$ cat src/rtl/core/hwd_pkg.sv
package hwd_pkg;

    localparam int MAX_NODES   = 256;
    localparam int END_TOKEN   = 256;
    localparam int TABLE_DEPTH = 256;
    localparam int NODE_W      = $clog2(TABLE_DEPTH);
    localparam int CHILD_W     = 16;
    localparam int ENTRY_W     = 2 * CHILD_W;
    localparam int BYTE_BITS   = 8;
    localparam int BIT_CNT_W   = $clog2(BYTE_BITS);

    localparam logic [1:0] REQ_START = 2'd0;
    localparam logic [1:0] REQ_NODE  = 2'd1;
    localparam logic [1:0] REQ_DATA  = 2'd2;

    typedef enum logic [1:0] {
        STAT_DATA      = 2'd0,
        STAT_END       = 2'd1,
        STAT_BAD_COUNT = 2'd2,
        STAT_BAD_CHILD = 2'd3
    } status_t;

    typedef enum logic [1:0] {
        ST_IDLE,
        ST_PRIME,
        ST_WALK,
        ST_FLUSH
    } walk_state_t;

    typedef struct packed {
        logic [1:0]         req_type;
        logic [14:0]        node_count;
        logic [7:0]         node_index;
        logic signed [15:0] left_child;
        logic signed [15:0] right_child;
        logic [7:0]         data_byte;
    } in_item_t;

    typedef struct packed {
        logic [7:0] symbol;
        logic [1:0] status;
        logic       last;
    } out_item_t;

    typedef struct packed {
        logic [7:0] symbol;
        status_t    status;
    } result_t;

    typedef struct packed {
        logic               en;
        logic [NODE_W-1:0]  addr;
        logic [ENTRY_W-1:0] data;
    } ram_wr_t;

    typedef struct packed {
        logic      load;
        out_item_t item;
    } xfer_t;

endpackage

$ cat src/rtl/core/hwd_bit_walker.sv
module hwd_bit_walker
    import hwd_pkg::*;
(
    input  logic               aclk,
    input  logic               aresetn,
    input  logic               s_valid,
    output logic               s_ready,
    input  in_item_t           s_data,
    input  logic               out_can_load,
    output xfer_t              xfer,
    output ram_wr_t            ram_wr,
    output logic [NODE_W-1:0]  ram_rd_addr,
    input  logic [ENTRY_W-1:0] ram_rd_data
);

    walk_state_t          state_reg, state_next;
    logic [NODE_W-1:0]    walk_node_reg, walk_node_next;
    logic                 done_reg, done_next;
    logic [BYTE_BITS-1:0] shift_reg, shift_next;
    logic [BIT_CNT_W-1:0] bit_cnt_reg, bit_cnt_next;
    logic                 pend_v_reg, pend_v_next;
    result_t              pend_reg, pend_next;

    logic [CHILD_W-1:0]   child;
    logic [CHILD_W-1:0]   leaf_val;
    logic                 res_hit;
    logic                 res_stop;
    result_t              res;
    logic [NODE_W-1:0]    node_step;
    logic                 accept;
    logic [ENTRY_W-1:0]   end_word;

    assign end_word = {2{CHILD_W'(-(END_TOKEN + 1))}};
    assign accept   = s_valid && s_ready;

    // Decode one bit against the entry of the current node.
    always_comb begin
        child     = shift_reg[0] ? ram_rd_data[ENTRY_W-1:CHILD_W]
                                 : ram_rd_data[CHILD_W-1:0];
        leaf_val  = ~child;
        res_hit   = 1'b0;
        res_stop  = 1'b0;
        res       = '{symbol: '0, status: STAT_DATA};
        node_step = '0;
        if (!child[CHILD_W-1]) begin
            if (child < CHILD_W'(MAX_NODES)) begin
                node_step = child[NODE_W-1:0];
            end else begin
                res_hit    = 1'b1;
                res_stop   = 1'b1;
                res.status = STAT_BAD_CHILD;
            end
        end else begin
            res_hit = 1'b1;
            if (leaf_val < CHILD_W'(END_TOKEN)) begin
                res.symbol = leaf_val[7:0];
            end else if (leaf_val == CHILD_W'(END_TOKEN)) begin
                res_stop   = 1'b1;
                res.status = STAT_END;
            end else begin
                res_stop   = 1'b1;
                res.status = STAT_BAD_CHILD;
            end
        end
    end

    always_ff @(posedge aclk) begin
        if (!aresetn) begin
            state_reg     <= ST_IDLE;
            walk_node_reg <= '0;
            done_reg      <= 1'b1;
            pend_v_reg    <= 1'b0;
        end else begin
            state_reg     <= state_next;
            walk_node_reg <= walk_node_next;
            done_reg      <= done_next;
            pend_v_reg    <= pend_v_next;
        end
        shift_reg   <= shift_next;
        bit_cnt_reg <= bit_cnt_next;
        pend_reg    <= pend_next;
    end

    always_comb begin
        state_next     = state_reg;
        walk_node_next = walk_node_reg;
        done_next      = done_reg;
        shift_next     = shift_reg;
        bit_cnt_next   = bit_cnt_reg;
        pend_v_next    = pend_v_reg;
        pend_next      = pend_reg;
        s_ready        = 1'b0;
        xfer           = '{load: 1'b0, item: '{symbol: pend_reg.symbol,
                                                status: pend_reg.status,
                                                last: 1'b0}};
        ram_wr         = '{en: 1'b0, addr: '0, data: '0};
        ram_rd_addr    = walk_node_reg;

        case (state_reg)
            ST_IDLE: begin
                s_ready = 1'b1;
                if (accept) begin
                    case (s_data.req_type)
                        REQ_START: begin
                            walk_node_next = '0;
                            if (s_data.node_count > 15'(MAX_NODES)) begin
                                done_next   = 1'b1;
                                pend_v_next = 1'b1;
                                pend_next   = '{symbol: '0, status: STAT_BAD_COUNT};
                                state_next  = ST_FLUSH;
                            end else begin
                                ram_wr    = '{en: 1'b1, addr: '0, data: end_word};
                                done_next = 1'b0;
                            end
                        end
                        REQ_NODE: begin
                            if ({1'b0, s_data.node_index} < 9'(MAX_NODES)) begin
                                ram_wr = '{en: 1'b1,
                                           addr: s_data.node_index[NODE_W-1:0],
                                           data: {s_data.right_child,
                                                  s_data.left_child}};
                            end
                        end
                        REQ_DATA: begin
                            if (!done_reg) begin
                                shift_next   = s_data.data_byte;
                                bit_cnt_next = '0;
                                state_next   = ST_PRIME;
                            end
                        end
                        default: begin
                        end
                    endcase
                end
            end
            ST_PRIME: begin
                state_next = ST_WALK;
            end
            ST_WALK: begin
                if (res_hit && pend_v_reg && !out_can_load) begin
                    // hold: re-read the same node until the pending result drains
                    ram_rd_addr = walk_node_reg;
                end else begin
                    if (res_hit) begin
                        xfer.load   = pend_v_reg;
                        pend_v_next = 1'b1;
                        pend_next   = res;
                    end
                    walk_node_next = node_step;
                    ram_rd_addr    = node_step;
                    shift_next     = shift_reg >> 1;
                    bit_cnt_next   = bit_cnt_reg + 1'b1;
                    if (res_stop) begin
                        done_next  = 1'b1;
                        state_next = ST_FLUSH;
                    end else if (bit_cnt_reg == BIT_CNT_W'(BYTE_BITS - 1)) begin
                        state_next = ST_FLUSH;
                    end
                end
            end
            ST_FLUSH: begin
                if (!pend_v_reg) begin
                    state_next = ST_IDLE;
                end else if (out_can_load) begin
                    xfer.load      = 1'b1;
                    xfer.item.last = 1'b1;
                    pend_v_next    = 1'b0;
                    state_next     = ST_IDLE;
                end
            end
            default: begin
                state_next = ST_IDLE;
            end
        endcase
    end

    a_load_from_pend: assert property (@(posedge aclk) disable iff (!aresetn)
        xfer.load |-> pend_v_reg && out_can_load)
        else $error("result moved out without a pending result");

    a_idle_empty: assert property (@(posedge aclk) disable iff (!aresetn)
        state_reg == ST_IDLE |-> !pend_v_reg)
        else $error("pending result left behind in idle");

    a_stop_flush: assert property (@(posedge aclk) disable iff (!aresetn)
        $rose(done_reg) |-> state_reg == ST_FLUSH && pend_v_reg)
        else $error("stream stopped without a terminating result");

    a_mid_only_walk: assert property (@(posedge aclk) disable iff (!aresetn)
        xfer.load && !xfer.item.last |-> state_reg == ST_WALK)
        else $error("non-last result outside the bit walk");

    a_prime_cnt: assert property (@(posedge aclk) disable iff (!aresetn)
        state_reg == ST_PRIME |=> bit_cnt_reg == '0 && state_reg == ST_WALK)
        else $error("bit walk did not start at bit zero");

endmodule

$ cat config.mk
export PLATFORM = sky130hd
export DESIGN_NAME = hwd_bit_walker
export DESIGN_NICKNAME = d
export VERILOG_FILES = /design/src/rtl/core/hwd_pkg.sv /design/src/rtl/core/hwd_bit_walker.sv
export SDC_FILE = /design/constraint.sdc
export NUM_CORES = 1
export LEC_CHECK = 0
export BUFFER_PORTS_ARGS = -buffer_cell sky130_fd_sc_hd__buf_2
export CORE_MARGIN = 1
export CORE_UTILIZATION = 41
export CTS_BUF_LIST = sky130_fd_sc_hd__clkbuf_4 sky130_fd_sc_hd__clkbuf_8 sky130_fd_sc_hd__clkbuf_16
export DETAILED_ROUTE_END_ITERATION = 8
export GPL_TIMING_DRIVEN = 0
export PLACE_DENSITY = 0.79
export RECOVER_POWER = 50
export SYNTH_ARGS = -nofsm -noshare
export SYNTH_HDL_FRONTEND = slang
export SYNTH_SLANG_ARGS = --single-unit
$ cat constraint.sdc
create_clock -name aclk -period 4.11 [get_ports aclk]
set_input_delay 0.822 -clock aclk [delete_from_list [all_inputs] [get_ports aclk]]
set_output_delay 0.822 -clock aclk [all_outputs]
set_load 0.005 [all_outputs]
Yosys cells after proc, flatten, opt, wreduce, memory -nomap -nowiden
Cells that the tools add are included.
Widths: inputs -> output; s select.
{ "totals": {"reg_bits": 33, "input_bits": 101, "word_cells": 116} }
{ "classes": {"n_addsub": 1, "n_lt_le_gt_ge": 3, "n_eq_ne": 20, "n_mux": 69, "n_bitwise": 1, "reduce_logical": 14} }
{ "ops": {"columns": ["cell", "count"], "rows": [
  ["$mux 41", 3],
  ["$mux 8", 12],
  ["$pmux 41 s2", 1],
  ["$mux 10", 5],
  ["$lt 16x9->1 const B", 2],
  ["$pmux 8 s2", 2],
  ["$mux 2", 12],
  ["$mux 1", 22],
  ["$pmux 10 s2", 1],
  ["$eq 16x9->1 const B", 1],
  ["$mux 16", 1],
  ["$not 16->16", 1],
  ["$gt 15x9->1 const B", 1],
  ["$mux 3", 4],
  ["$ne 2x2->1 const B", 6],
  ["$ne 3x3->1 const B", 4],
  ["$reduce_and 6->1", 2],
  ["$reduce_and 5->1", 2],
  ["$pmux 2 s4", 1],
  ["$reduce_and 7->1", 1],
  ["$eq 2x2->1 const B", 3],
  ["$pmux 3 s2", 1],
  ["$eq 2x1->1 const B", 2],
  ["$logic_not 2->1", 2],
  ["other kinds (12)", 16]
]} }

Longest topological paths before layout
{ "depth": {"depth_word": 9, "ltp_mapped": 8, "ltp_nobuf": 7} }

Least setup slack after synthesis
Ideal clock, no wire load.
{ "synth_timing": {"path_type": "in2reg", "startpoint": "input port ram_rd_data[30]", "endpoint": "register pend_reg, in the netlist xfer[10] (enable)", "setup_time_ns": 0.393, "t_arrival_ns": 2.894, "required_time_ns": 3.717, "path_slack_ns": 0.822, "path_stages": 6, "path_cell_list": "or4b_1 -> o22ai_2 -> nand2_2 -> a32o_1 -> buf_6 -> a211oi_1"} }
{ "synth_via": {"elab_chain_cells": 8, "elab_cells_between_ends": 9, "cone_classes": "order compare (1); eq/ne (2); mux (3); reduce/logical (3)"} }
{ "synth_rtl": {"columns": ["item", "line", "source"], "rows": [
  ["start, declared", "hwd_bit_walker.sv:13", "input logic [ENTRY_W-1:0] ram_rd_data"],
  ["$mux 16 *", "hwd_bit_walker.sv:38", "child = shift_reg[0] ? ram_rd_data[ENTRY_W-1:CHILD_W]"],
  ["$lt 16x9->1 *", "hwd_bit_walker.sv:46", "if (child < CHILD_W'(MAX_NODES)) begin"],
  ["$mux 1 *", "hwd_bit_walker.sv:46", null],
  ["$mux 1 *", "hwd_bit_walker.sv:45", "if (!child[CHILD_W-1]) begin"],
  ["$logic_and 1x1->1 (2 in series)", "hwd_bit_walker.sv:140", "if (res_hit && pend_v_reg && !out_can_load) begin"],
  ["$ne 2x2->1 (no source line)", null, null],
  ["$reduce_and 6->1 (no source line) *", null, null],
  ["end signal, assigned", "hwd_bit_walker.sv:81", "pend_reg <= pend_next;"],
  ["end, declared", "hwd_bit_walker.sv:22", "result_t pend_reg, pend_next;"]
]} }
Mark *: on every way between the ends. The rest lies on a longest branch, timed or not.
A chain may end at the register's enable or synchronous reset.

Worst setup path in the final report
{ "layout_timing": {"startpoint": "input port ram_rd_data[30]", "endpoint": "output port ram_rd_addr[6]"} }
{ "layout_via": {"elab_chain_cells": 8, "elab_cells_between_ends": 10, "cone_classes": "order compare (1); mux (7); reduce/logical (2)"} }
{ "layout_rtl": {"columns": ["item", "line", "source"], "rows": [
  ["$mux 16 *", "hwd_bit_walker.sv:38", null],
  ["$lt 16x9->1 *", "hwd_bit_walker.sv:46", null],
  ["$mux 1", "hwd_bit_walker.sv:46", null],
  ["$mux 1", "hwd_bit_walker.sv:45", null],
  ["$logic_and 1x1->1 (2 in series)", "hwd_bit_walker.sv:140", null],
  ["$mux 8 *", null, null],
  ["$mux 8 *", "hwd_bit_walker.sv:99", "case (state_reg)"],
  ["end, declared", "hwd_bit_walker.sv:12", "output logic [NODE_W-1:0] ram_rd_addr,"]
]} }
Marks and branches as above.

==> results_dict.tcl <==
set metrics [dict create \
    cp_data_arrival_time_ps 2750 \
    final_common_cell "buf_2" \
    layout_common_cells "156 x buf_2, 44 x nand2_1, 32 x a21oi_1" \
    synthFlopType "edfxtp_1" \
    finalCritPeriodShare 0.870 \
    yosysWarnings 0 \
    crit_path_start_kind "input pin" \
    pwr-share-comb 0.365 \
    design_area_um2 3210 \
    min_path_type "reg -> reg" \
    synth_top_cell_area_share 0.281 \
    slew_viol_final 0 \
    cts_sinks 33 \
    final_util 0.621 \
    design_power_total_mw 1.10 \
    rr_startpoint "shift_reg[0]$_DFFE_PP_" \
    drc_errors 0 \
    slew_headroom 0.473 \
    area_growth_pct 43.4 \
    htree_levels 2 \
    tightest_slew_ps 789 \
    swShare 0.335 \
    grt_use_total 0.228 \
    finalHoldViolations 0 \
    worstPathMaxFanout 8 \
    required_ps 3290 \
    async_flop_share 0 \
    max-cap-violations 0 \
    ios 163 \
    path_class "in -> out" \
    antenna_found_initial 0 \
    insertion_delay_ps 290 \
    min_to "state_reg[1]$_SDFFE_PN0P_" \
    rr_endpoint "xfer[7]$_SDFFCE_PP0P_" \
    synth_edf_count 21 \
    vias_per_cell 5.20 \
    vdd_drop_max_uv 254 \
    reg2reg_slack_ps 960 \
    wl_per_cell_um 13.5 \
    p_clk_frac 0.241 \
    fmax_mhz 280 \
    port_buffers 162 \
    p_leak_nw 1.50 \
    ys_ff_latch 33 \
    cts_tree "built" \
    placed_area_um2 3150 \
    synth_largest_area_cell "edfxtp_1" \
    syn_area_per_cell_um2 8.72 \
    fin_crit_ps 3580 \
    synth_fp_nets 363 \
    gp_congestion 0.794 \
    root_buffer "clkbuf_8" \
    synthTopCellsByArea "edfxtp_1 28%, dfxtp_1 11%, mux2_2 7.5%" \
    die-area_um2 5770 \
    crit_slowest_cell "or4b_1" \
    cts_made_buffers 5 \
    ys_seq_area_frac 0.389 \
    synth.cell_area_um2 2240 \
    cpPeakStageDelay_ps 520 \
    layout.nets 533 \
    ctsResizeCount 0 \
    clk_pin_slew_ps 70 \
    synth_cell_types 45 \
    core_um2 5170 \
    overflow 0 \
    drt_iter0_drc 108 \
    antenna_cells 0 \
    cp_cell_sequence "buf_2 -> or4b_1 -> o22ai_1 -> nand2_1 -> nand2_1 -> nand2_1 -> a22o_1 -> buf_2" \
    largest_reg_flops 10 \
    r2r_cells 6 \
    drt_pass1_iterations 4 \
    rsz0062_at_grt "false" \
    setup_viol 0 \
    synthCells 257 \
    endpoint_kind "output pin" \
    cellPowerDensity_nw_per_um2 343 \
    outcome "complete, no violations" \
    switchingPower_mw 0.369 \
    whs_path_depth 2 \
    row_count 26 \
    die_h_um 75.9 \
    cts_buffer_depth 2 \
    grt_max_degree 12 \
    drive_gt1_frac 0.432 \
    internal_power_mw 0.732 \
    grt_pass1_vias 2273 \
    cpMostUsedCell "nand2_1" \
    vias 2591 \
    finClkSkew_ps 4.37 \
    grt_pass1_wl_mm 10.7 \
    tns_ps 0 \
    drt.antenna.violating_nets 0 \
    holdBufCountCts 0 \
    dieWidth_um 75.9 \
    wirelength_mm 6.70 \
    post_cts_buffers 0 \
    p_seq_frac 0.394 \
    min-delay-start "state_reg[1]$_SDFFE_PN0P_" \
    start_util 0.433 \
    place_hpwl_mm 5.14 \
]
## power groups by stage
stage	clock network (mW)	registers [mW]	logic [mW]
global route	0.280	0.438	0.444
global placement	0	0.439	0.395
detailed placement	0	0.440	0.409
finish	0.266	0.433	0.402
floorplan	0	0.439	0.255
CTS	0.266	0.433	0.413
## synthesized netlist by cell type, types with 2 or more instances
cell,instances
a22oi_1,8
edfxtp_1,21
mux2_2,15
and3_1,11
a31oi_1,2
nand4_1,6
inv_1,3
nor3_1,2
o21ai_0,3
ha_1,5
dfxtp_1,12
a21boi_0,2
mux2i_1,3
and2_1,4
nand2_1,43
nand3_1,3
nor4_1,5
clkbuf_1,14
a22o_1,10
nor2_1,17
nand3b_1,2
a21oi_1,32
nor2b_1,12
## worst max-delay path: cells and delay by family
| kind | cells | cell delay, ps |
|---|---|---|
| simple gates | 4 | 1100 |
| compound gates | 2 | 600 |
| buf+inv | 2 | 240 |
## cell families (layout without fill, tap and decap cells)
kind of cell             Yosys count  in the layout  synth area share
AO/OA/AOI/OAI                     69             69             0.208
adder cells (fa/ha/maj)            5              5            0.0279
buffers and inverters             20            191            0.0374
flip-flops                        33             33             0.389
multiplexers                      18             18            0.0888
AND/OR/NAND/NOR                  112            112             0.250
## worst max path at each step
stage	start	to	slack, ps
CTS	ram_rd_data[30]	xfer[9]$_SDFFCE_PP0P_	620
floorplan	ram_rd_data[30]	xfer[10]$_SDFFCE_PP0P_	820
global route	ram_rd_data[30]	ram_rd_addr[4]	410
global placement	ram_rd_data[30]	xfer[4]$_SDFFCE_PP0P_	390
detailed placement	ram_rd_data[30]	xfer[4]$_SDFFCE_PP0P_	320
finish	ram_rd_data[30]	ram_rd_addr[6]	530
## metal layers
metal  share of wire  GRT usage  routed length, um
met1            0.44      0.288               2940
met4          0.0098     0.0635                 66
met2            0.49      0.384               3280
met5               0          0                  0
met3           0.063     0.0602                419
## stage by stage
| step | hold slack (ps) | instances | setup slack, ps |
|---|---|---|---|
| after detailed placement | 501 | 490 | 323 |
| after global placement | 468 | 489 | 394 |
| after floorplan | 456 | 257 | 822 |
| after CTS | 510 | 498 | 616 |
| final | 510 | 498 | 535 |
| after global routing | 537 | 498 | 410 |
## final cells by class
cell class	instances	area, um^2
Buffer	17	65.1
Clock buffer	8	97.6
Fill cell	476	1960
Inverter	3	11.3
Multi-Input combinational cell	204	1270
Sequential cell	33	871
Tap cell	70	87.6
Timing Repair Buffer	163	806
Power figures use the tool's default switching activity.
